### src/rtl/core/pprrs_pkg.sv
// Shared constants and codes for the priority round-robin scheduler.
`default_nettype none
package pprrs_pkg;
    localparam int MAX_TASKS = 16;
    localparam int ID_W      = 4;
    localparam int ID_SPACE  = 1 << ID_W;
    localparam int POS_W     = $clog2(MAX_TASKS);
    localparam int CNT_W     = $clog2(MAX_TASKS + 1);
    localparam int PRIO_W    = 8;
    localparam int BURST_W   = 16;
    localparam int TIME_W    = 16;
    localparam int SLICE_W   = 8;

    localparam logic [SLICE_W-1:0] QUANTUM_RESET = 8'd10;

    localparam logic CMD_ARRIVAL = 1'b0;
    localparam logic CMD_TICK    = 1'b1;

    localparam logic [1:0] ST_ACCEPT = 2'd0;
    localparam logic [1:0] ST_REJECT = 2'd1;
    localparam logic [1:0] ST_TICK   = 2'd2;
endpackage
`default_nettype wire

### src/rtl/core/preemptive_priority_rr_scheduler.sv
// Top level: command-driven preemptive priority scheduler with round-robin.
//
// One request is taken when start is high and busy is low. An arrival request
// completes without raising busy; its result strobes on o_valid the next
// cycle. A tick request is worked by a small sequencer that walks the ready
// queue one entry per cycle through a single priority compare unit: up to
// three queue scans (preemption, round-robin, successor after a finish), up to
// three one-place queue shifts and one wait-accrual sweep. Busy stays high
// while the sequencer runs; the tick result strobes in the same cycle that busy
// drops. Each result is on the output ports for exactly one cycle with o_valid
// high; the receiver cannot stall it, so capture it on that cycle. The quantum
// register may be written only while busy is low.
`default_nettype none
module preemptive_priority_rr_scheduler (
    input  wire logic                           i_clk,
    input  wire logic                           i_rst_n,
    input  wire logic                           start,
    output logic                                busy,
    input  wire logic                           i_cfg_we,
    input  wire logic [pprrs_pkg::SLICE_W-1:0]  i_cfg_wdata,
    input  wire logic                           i_command,
    input  wire logic [pprrs_pkg::ID_W-1:0]     i_task_id,
    input  wire logic [pprrs_pkg::PRIO_W-1:0]   i_task_priority,
    input  wire logic [pprrs_pkg::BURST_W-1:0]  i_task_burst,
    output logic                                o_valid,
    output logic [1:0]                          o_status,
    output logic [pprrs_pkg::TIME_W-1:0]        o_now_time,
    output logic                                o_busy_res,
    output logic [pprrs_pkg::ID_W-1:0]          o_running_id,
    output logic                                o_finished_valid,
    output logic [pprrs_pkg::ID_W-1:0]          o_finished_id,
    output logic [pprrs_pkg::TIME_W-1:0]        o_turnaround,
    output logic [pprrs_pkg::TIME_W-1:0]        o_wait_ticks
);
    import pprrs_pkg::*;

    typedef enum logic [2:0] {
        S_IDLE, S_SCAN, S_DECIDE, S_SHIFT, S_RRCHK, S_WAIT, S_DEC, S_OUT
    } t_state;

    // What the current scan is for
    typedef enum logic [1:0] {C_PREEMPT, C_RR, C_FINISH} t_ctx;

    t_state r_state;
    t_ctx   r_ctx;

    logic [SLICE_W-1:0] r_quantum;
    logic [TIME_W-1:0]  r_tick;
    logic               r_run_valid;
    logic [ID_W-1:0]    r_run_task;
    logic [PRIO_W-1:0]  r_run_prio;
    logic [SLICE_W-1:0] r_slice;
    logic [CNT_W-1:0]   r_count;
    logic [CNT_W-1:0]   r_idx;

    // Scan results
    logic               r_found;
    logic [POS_W-1:0]   r_pos;
    logic [ID_W-1:0]    r_cand;
    logic [PRIO_W-1:0]  r_best_prio;

    // Queue order and per-id stores; undefined until written
    logic [ID_W-1:0]    r_order   [MAX_TASKS];
    logic [PRIO_W-1:0]  r_prio    [ID_SPACE];
    logic [BURST_W-1:0] r_remain  [ID_SPACE];
    logic [TIME_W-1:0]  r_arrival [ID_SPACE];
    logic [TIME_W-1:0]  r_wait    [ID_SPACE];
    logic [ID_SPACE-1:0] r_active;

    // Finish report held for the tick result
    logic               r_fin_valid;
    logic [ID_W-1:0]    r_fin_id;
    logic [TIME_W-1:0]  r_fin_turn;
    logic [TIME_W-1:0]  r_fin_wait;

    // Queue walk port: one entry per cycle
    logic [POS_W-1:0]   w_pos;
    logic [POS_W-1:0]   w_pos_nxt;
    logic [ID_W-1:0]    w_qid;
    logic [PRIO_W-1:0]  w_qprio;
    logic [BURST_W-1:0] w_rem;
    logic [BURST_W-1:0] w_rem_dec;
    logic [TIME_W:0]    w_turn;
    logic [CNT_W-1:0]   w_last;

    assign w_pos     = r_idx[POS_W-1:0];
    assign w_pos_nxt = w_pos + POS_W'(1);
    assign w_qid     = r_order[w_pos];
    assign w_qprio   = r_prio[w_qid];
    assign w_rem     = r_remain[r_run_task];
    assign w_rem_dec = (w_rem != '0) ? w_rem - BURST_W'(1) : '0;
    assign w_turn    = {1'b0, r_tick} - {1'b0, r_arrival[r_run_task]} + (TIME_W+1)'(1);
    assign w_last    = r_count - CNT_W'(1);

    assign busy = (r_state != S_IDLE);

    always_ff @(posedge i_clk) begin
        if (!i_rst_n) begin
            r_state     <= S_IDLE;
            r_ctx       <= C_PREEMPT;
            r_quantum   <= QUANTUM_RESET;
            r_tick      <= '0;
            r_run_valid <= 1'b0;
            r_run_task  <= '0;
            r_slice     <= '0;
            r_count     <= '0;
            r_idx       <= '0;
            r_active    <= '0;
            r_found     <= 1'b0;
            o_valid     <= 1'b0;
            r_fin_valid <= 1'b0;
        end else begin
            o_valid <= 1'b0;
            if (i_cfg_we) begin
                r_quantum <= i_cfg_wdata;
            end
            unique case (r_state)
                S_IDLE: begin
                    if (start) begin
                        if (i_command == CMD_ARRIVAL) begin
                            o_valid          <= 1'b1;
                            o_now_time       <= r_tick;
                            o_busy_res       <= r_run_valid;
                            o_running_id     <= r_run_valid ? r_run_task : '0;
                            o_finished_valid <= 1'b0;
                            o_finished_id    <= '0;
                            o_turnaround     <= '0;
                            o_wait_ticks     <= '0;
                            if (r_active[i_task_id] || r_count >= CNT_W'(MAX_TASKS)) begin
                                o_status <= ST_REJECT;
                            end else begin
                                o_status                <= ST_ACCEPT;
                                r_active[i_task_id]     <= 1'b1;
                                r_prio[i_task_id]       <= i_task_priority;
                                r_remain[i_task_id]     <= i_task_burst;
                                r_arrival[i_task_id]    <= r_tick;
                                r_wait[i_task_id]       <= '0;
                                r_order[r_count[POS_W-1:0]] <= i_task_id;
                                r_count                 <= r_count + CNT_W'(1);
                            end
                        end else begin
                            r_fin_valid <= 1'b0;
                            r_idx       <= '0;
                            r_found     <= 1'b0;
                            if (r_count != '0) begin
                                r_ctx   <= C_PREEMPT;
                                r_state <= S_SCAN;
                            end else begin
                                r_state <= S_WAIT;
                            end
                        end
                    end
                end
                S_SCAN: begin
                    if (r_idx == r_count) begin
                        r_state <= S_DECIDE;
                    end else if (r_ctx == C_RR) begin
                        // first equal-priority task in queue order
                        if (w_qprio == r_run_prio) begin
                            r_found <= 1'b1;
                            r_pos   <= w_pos;
                            r_cand  <= w_qid;
                            r_state <= S_DECIDE;
                        end
                        r_idx <= r_idx + CNT_W'(1);
                    end else begin
                        // oldest of highest priority: strict compare keeps first
                        if (!r_found || w_qprio > r_best_prio) begin
                            r_found     <= 1'b1;
                            r_pos       <= w_pos;
                            r_cand      <= w_qid;
                            r_best_prio <= w_qprio;
                        end
                        r_idx <= r_idx + CNT_W'(1);
                    end
                end
                S_DECIDE: begin
                    r_idx <= CNT_W'(r_pos);
                    unique case (r_ctx)
                        C_PREEMPT: begin
                            if (!r_run_valid || r_best_prio > r_run_prio) begin
                                r_state <= S_SHIFT;
                            end else begin
                                r_state <= S_RRCHK;
                            end
                        end
                        C_RR: begin
                            if (r_found) begin
                                r_state <= S_SHIFT;
                            end else begin
                                r_idx   <= '0;
                                r_state <= S_WAIT;
                            end
                        end
                        default: begin
                            r_state <= S_SHIFT;
                        end
                    endcase
                end
                S_SHIFT: begin
                    if (r_idx + CNT_W'(1) < r_count) begin
                        // close the gap one place per cycle
                        r_order[w_pos] <= r_order[w_pos_nxt];
                        r_idx          <= r_idx + CNT_W'(1);
                    end else begin
                        r_slice    <= '0;
                        r_run_task <= r_cand;
                        r_idx      <= '0;
                        r_found    <= 1'b0;
                        unique case (r_ctx)
                            C_PREEMPT: begin
                                if (r_run_valid) begin
                                    r_order[w_last[POS_W-1:0]] <= r_run_task;
                                end else begin
                                    r_count <= w_last;
                                end
                                r_run_valid <= 1'b1;
                                r_run_prio  <= r_best_prio;
                                r_state     <= S_RRCHK;
                            end
                            C_RR: begin
                                r_order[w_last[POS_W-1:0]] <= r_run_task;
                                r_state <= S_WAIT;
                            end
                            default: begin
                                r_count    <= w_last;
                                r_run_prio <= r_best_prio;
                                r_state    <= S_OUT;
                            end
                        endcase
                    end
                end
                S_RRCHK: begin
                    r_idx   <= '0;
                    r_found <= 1'b0;
                    if (r_run_valid && r_slice == r_quantum) begin
                        r_ctx   <= C_RR;
                        r_state <= S_SCAN;
                    end else begin
                        r_state <= S_WAIT;
                    end
                end
                S_WAIT: begin
                    if (r_idx == r_count) begin
                        r_state <= S_DEC;
                    end else begin
                        if (r_wait[w_qid] != '1) begin
                            r_wait[w_qid] <= r_wait[w_qid] + TIME_W'(1);
                        end
                        r_idx <= r_idx + CNT_W'(1);
                    end
                end
                S_DEC: begin
                    r_state <= S_OUT;
                    if (r_slice != '1) begin
                        r_slice <= r_slice + SLICE_W'(1);
                    end
                    if (r_run_valid) begin
                        r_remain[r_run_task] <= w_rem_dec;
                        if (w_rem_dec == '0) begin
                            r_fin_valid <= 1'b1;
                            r_fin_id    <= r_run_task;
                            r_fin_turn  <= w_turn[TIME_W] ? '1 : w_turn[TIME_W-1:0];
                            r_fin_wait  <= r_wait[r_run_task];
                            r_active[r_run_task] <= 1'b0;
                            if (r_count != '0) begin
                                r_ctx   <= C_FINISH;
                                r_idx   <= '0;
                                r_found <= 1'b0;
                                r_state <= S_SCAN;
                            end else begin
                                r_run_valid <= 1'b0;
                            end
                        end
                    end
                end
                S_OUT: begin
                    o_valid          <= 1'b1;
                    o_status         <= ST_TICK;
                    o_now_time       <= r_tick;
                    o_busy_res       <= r_run_valid;
                    o_running_id     <= r_run_valid ? r_run_task : '0;
                    o_finished_valid <= r_fin_valid;
                    o_finished_id    <= r_fin_valid ? r_fin_id : '0;
                    o_turnaround     <= r_fin_valid ? r_fin_turn : '0;
                    o_wait_ticks     <= r_fin_valid ? r_fin_wait : '0;
                    if (r_tick != '1) begin
                        r_tick <= r_tick + TIME_W'(1);
                    end
                    r_state <= S_IDLE;
                end
                default: begin
                    r_state <= S_IDLE;
                end
            endcase
        end
    end
endmodule
`default_nettype wire

### config.mk
export PLATFORM = sky130hd
export DESIGN_NAME = preemptive_priority_rr_scheduler
export DESIGN_NICKNAME = d
export VERILOG_FILES = /design/src/rtl/core/pprrs_pkg.sv /design/src/rtl/core/preemptive_priority_rr_scheduler.sv
export SDC_FILE = /design/constraint.sdc
export NUM_CORES = 2
export LEC_CHECK = 0
export BUFFER_PORTS_ARGS = -buffer_cell sky130_fd_sc_hd__buf_2
export CAP_MARGIN = 20
export CORE_MARGIN = 3
export CORE_UTILIZATION = 38
export DETAILED_ROUTE_END_ITERATION = 10
export PLACE_DENSITY_LB_ADDON = 0.05
export SLEW_MARGIN = 10
export SYNTH_ARGS = -nofsm -noshare
export SYNTH_HDL_FRONTEND = slang
export SYNTH_SLANG_ARGS = --single-unit
### constraint.sdc
create_clock -name i_clk -period 10.7 [get_ports i_clk]
set_clock_uncertainty 0.15 [all_clocks]
set_input_delay 0 -clock i_clk [delete_from_list [all_inputs] [get_ports i_clk]]
set_output_delay 0 -clock i_clk [all_outputs]
set_load 0.05 [all_outputs]
==> implementation parameters <==
Parameter                              Value

Outcome
  Run status ... completed

STA
  Number of endpoints with negative hold slack in the final report ... 0
  Setup TNS ... 0 ns
  Fmax ... roughly 0.13 GHz
  Worst slew margin relative to its limit ... 23.54%
  Ratio of final minimum period to clock period ... between 70% and 80%
  Max Transition Viols Final ... 0
  Unrepaired setup endpoints after global routing ... false
  Total of endpoints with negative setup slack in the final report ... 0
  Time the worst path needs with I/O delays and setup ... 7.539 ns
  Worst Tran Pin Value ... 1.143 ns

Yosys
  Post-synthesis sequential area ratio ... ~67%
  Fraction of synthesis flops using an asynchronous set or reset pin ... 0%
  Number of distinct library cells after synthesis ... 86
  Top cell type by total area after synthesis ... sky130_fd_sc_hd__edfxtp_1
  Summed instance area of the synthesized netlist ... 50650 um2
  Most common cell in the netlist ... sky130_fd_sc_hd__edfxtp_1
  Number of synthesized register bits ... between 1k and 1.5k
  Ranking of synthesized cells by area ... sky130_fd_sc_hd__edfxtp_1, sky130_fd_sc_hd__mux4_2, sky130_fd_sc_hd__mux2i_1, sky130_fd_sc_hd__dfxtp_1, sky130_fd_sc_hd__nand2_1
  Area share of the largest cell type after synthesis ... between 60% and 70%
  Most used standard cells in the synthesized netlist ... sky130_fd_sc_hd__edfxtp_1, sky130_fd_sc_hd__mux4_2, sky130_fd_sc_hd__nand2_1
  Post-synthesis area per instance ... around 17 um2
  Most used flip-flop cell after synthesis ... sky130_fd_sc_hd__edfxtp_1
  Count of mapped cells out of synthesis ... slightly above 3k
  Count of flip-flops with a built-in enable after synthesis ... about 1.1k
  Warnings, synthesis ... 0
  Synthesized net count ... around 3.1k

Critical path
  Slowest stage cell on the critical path ... sky130_fd_sc_hd__dfxtp_1
  Worst reg-to-reg path cell count ... 17
  Worst setup slack for register-to-register paths ... ~3.2 ns
  Worst EP arrival ... 7.83 ns
  Critical path cell sequence ... mux4_2, o22ai_1, or2_2, buf_4, clkinv_1, buf_4, nor2_1, a32oi_1, o221ai_1, ha_1, o211ai_1, nor4_2, nand4_1, nand2_1, buf_4, o41ai_2, buf_4
  Element type at the critical path start ... flop
  Most common cell on crit path ... sky130_fd_sc_hd__buf_4
  Kind of end point of the critical path ... flop
  Data required time at the worst endpoint ... around 11 ns
  Worst setup path class ... reg -> reg
  Largest driver fanout on the critical path ... 25
  Longest individual stage delay on the worst path ... between 0.8 and 0.9 ns

Clock network
  Maximum count of clock buffers along a single path ... 3
  Clock sinks ... about 1.2k
  Clock tree from TritonCTS ... yes
  # Post-CTS Setup Buffers ... 0
  Source-to-sink clock delay at the later pin of the worst-skew pair ... approximately 0.76 ns
  CTS root buf ... sky130_fd_sc_hd__clkbuf_16
  Reg clk slew, reported paths ... 0.06 ns
  CTS Buf Count ... about 130
  Deepest level of the CTS H-tree ... 4

Job
  MaxCap Viol Count ... 0

Detailed routing
  Count of unresolved DRC violations after routing ... 0
  Antenna-violating nets left ... 0
  Vias after detailed routing ... approximately 29k
  Routed WL ... 143100 um
  Drt initial violations ... about 2.4k
  Initial DRT Pass Iterations ... 5
  Average wire per cell in the routed design ... ~28 um
  Via density per instance ... 5.579

Place
  Cell Count Post-Placement ... 4827
  Gp weighted congestion ... ~0.85
  HPWL after detailed placement ... 85350 um
  Count of input and output buffers ... roughly 100

Die
  Die width ... approximately 370 um
  Cell row count ... 133
  Area of the die ... around 140000 um2
  I/O pins ... roughly 100
  Chip Height ... ~370 um
  Initial core utilization ... a little under two fifths
  Core Area ... around 130000 um2

GRT
  Overall Global Routing Usage ... about a fifth
  Grt ovf ... 0
  Vias in the first global route ... ~30k
  Antenna violations before repair ... 5
  Global-route wire length before repair ... roughly 210000 um
  Pin count of the biggest net entering global routing ... 83

Cells and area
  Utilization of the core after routing ... 44.38%
  Nets@finish ... around 3.4k
  Ratio of cells with drive above 1 in the final layout ... 22.89%
  Growth of design area from synthesis to finish ... 15.62%
  Non-filler instance count after layout ... 5147

Power
  Leak Pwr ... approximately 20 nW
  Power Density ... around 210 nW/um2
  Worst vdd ir ... ~0.19 mV

Hold path
  Worst hold stages ... 2
  Path category of the worst min-delay check ... in -> reg
## cell type report
class	count	area, um2
Fill cell	11570	73400
Sequential cell	1159	34040
Multi-Input combinational cell	1636	15860
Clock buffer	169	3577
Tap cell	1755	2196
Timing Repair Buffer	272	1969
Clock inverter	72	604.3
Inverter	82	315.3
Antenna cell	2	5.005
## registers in the layout (all words and copies together) (netlist names), 64 cells and up, named ones only
signal / flops
r_arrival: 256
r_remain: 256
r_wait: 256
r_prio: 128
r_order: 64
## kinds of logic after synthesis
kind of cell             Yosys count  synth area share, %
flip-flops                      1159                67.16
multiplexers                     516                17.26
AO/OA/AOI/OAI                    294                4.049
AND/OR/NAND/NOR                  687                6.564
adder cells (fa/ha/maj)           62                1.546
buffers and inverters            245                2.090
XOR/XNOR                          77                1.332
## critical path: cells and delay by family, from the launching register on
kind | cells | cell delay, ns
DFF | 1 | 0.84
muxes | 1 | 0.60
AOI/OAI and AO/OA | 5 | 0.83
and+or+nand+nor | 5 | 2.34
adders and majority gates | 1 | 0.28
buffers and inverters | 5 | 2.08
## placed cells by master, fill, tap and decap left out, types with 10 or more instances in the layout
| master | netlist | routed |
|---|---|---|
| sky130_fd_sc_hd__buf_2 | 33 | 103 |
| sky130_fd_sc_hd__clkinv_1 | 2 | 25 |
| sky130_fd_sc_hd__clkbuf_1 | 83 | 28 |
| sky130_fd_sc_hd__o22ai_1 | 36 | 33 |
| sky130_fd_sc_hd__edfxtp_1 | 1080 | 1080 |
| sky130_fd_sc_hd__a21oi_1 | 50 | 50 |
| sky130_fd_sc_hd__nor2b_1 | 30 | 30 |
| sky130_fd_sc_hd__o31ai_1 | 11 | 11 |
| sky130_fd_sc_hd__a21boi_0 | 10 | 10 |
| sky130_fd_sc_hd__clkinv_2 | 0 | 31 |
| sky130_fd_sc_hd__and2_1 | 35 | 34 |
| sky130_fd_sc_hd__a31oi_1 | 18 | 18 |
| sky130_fd_sc_hd__nor2_4 | 0 | 15 |
| sky130_fd_sc_hd__a221oi_1 | 14 | 14 |
| sky130_fd_sc_hd__nor2_1 | 152 | 132 |
| sky130_fd_sc_hd__clkbuf_16 | 0 | 136 |
| sky130_fd_sc_hd__nand4_1 | 27 | 27 |
| sky130_fd_sc_hd__nor4_1 | 23 | 23 |
| sky130_fd_sc_hd__o21ai_0 | 43 | 43 |
| sky130_fd_sc_hd__nand2b_1 | 18 | 18 |
| sky130_fd_sc_hd__dfxtp_1 | 79 | 70 |
| sky130_fd_sc_hd__ha_1 | 61 | 61 |
| sky130_fd_sc_hd__xor2_1 | 27 | 27 |
| sky130_fd_sc_hd__xnor2_1 | 50 | 50 |
| sky130_fd_sc_hd__mux2_2 | 35 | 35 |
| sky130_fd_sc_hd__mux2i_1 | 196 | 196 |
| sky130_fd_sc_hd__nor3_1 | 24 | 23 |
| sky130_fd_sc_hd__mux4_2 | 282 | 282 |
| sky130_fd_sc_hd__a211oi_1 | 17 | 17 |
| sky130_fd_sc_hd__o41ai_2 | 0 | 12 |
| sky130_fd_sc_hd__and3_1 | 64 | 64 |
| sky130_fd_sc_hd__dlygate4sd3_1 | 0 | 74 |
| sky130_fd_sc_hd__nand2_1 | 235 | 235 |
| sky130_fd_sc_hd__inv_1 | 77 | 77 |
| sky130_fd_sc_hd__nand3_1 | 35 | 35 |
| sky130_fd_sc_hd__buf_4 | 14 | 95 |
## power by group
part | switching (mW) | internal, mW | total (mW)
combinational | 1.71 | 0.996 | 2.71
sequential | 0.109 | 5.05 | 5.16
clock | 1.82 | 2.56 | 4.38
## layer usage
| metal | part of all wire [%] | GRT usage, % |
|---|---|---|
| met4 | 2.0 | 5.499 |
| met2 | 49 | 34.88 |
| met5 | 0 | 0 |
| met1 | 44 | 28.52 |
| met3 | 4.8 | 3.555 |
## what timing repair did
item / in CTS / in global routing
endpoints found under the hold margin: 562 / 0
gates resized for setup: 0 / 0
hold buffers: 74 / 0
## per-stage QoR
| step | total power [mW] | hold WS, ns | cell area, um2 | worst slack [ns] |
|---|---|---|---|---|
| after floorplan | 7.148 | -0.05113 | 50650 | 4.474 |
| after global placement | 7.937 | 0.1520 | 53600 | 3.429 |
| after detailed placement | 7.965 | 0.1602 | 53610 | 3.155 |
| after CTS | 12.39 | 0.0004458 | 58530 | 3.135 |
| after global routing | 12.76 | 0.04769 | 58550 | 2.744 |
| final | 12.25 | 0.06090 | 58560 | 3.161 |
## path summary, 6_finish.rpt
| check | startpoint | endpoint |
|---|---|---|
| worst min register to register | r_active[3] | r_active[3] |
| worst max-delay path | flop | r_wait[8][11] |
| worst min-delay path | i_task_priority[3] | r_prio[13][3] |
| worst max register to register | flop | r_wait[8][11] |
Power figures use the tool's default switching activity.
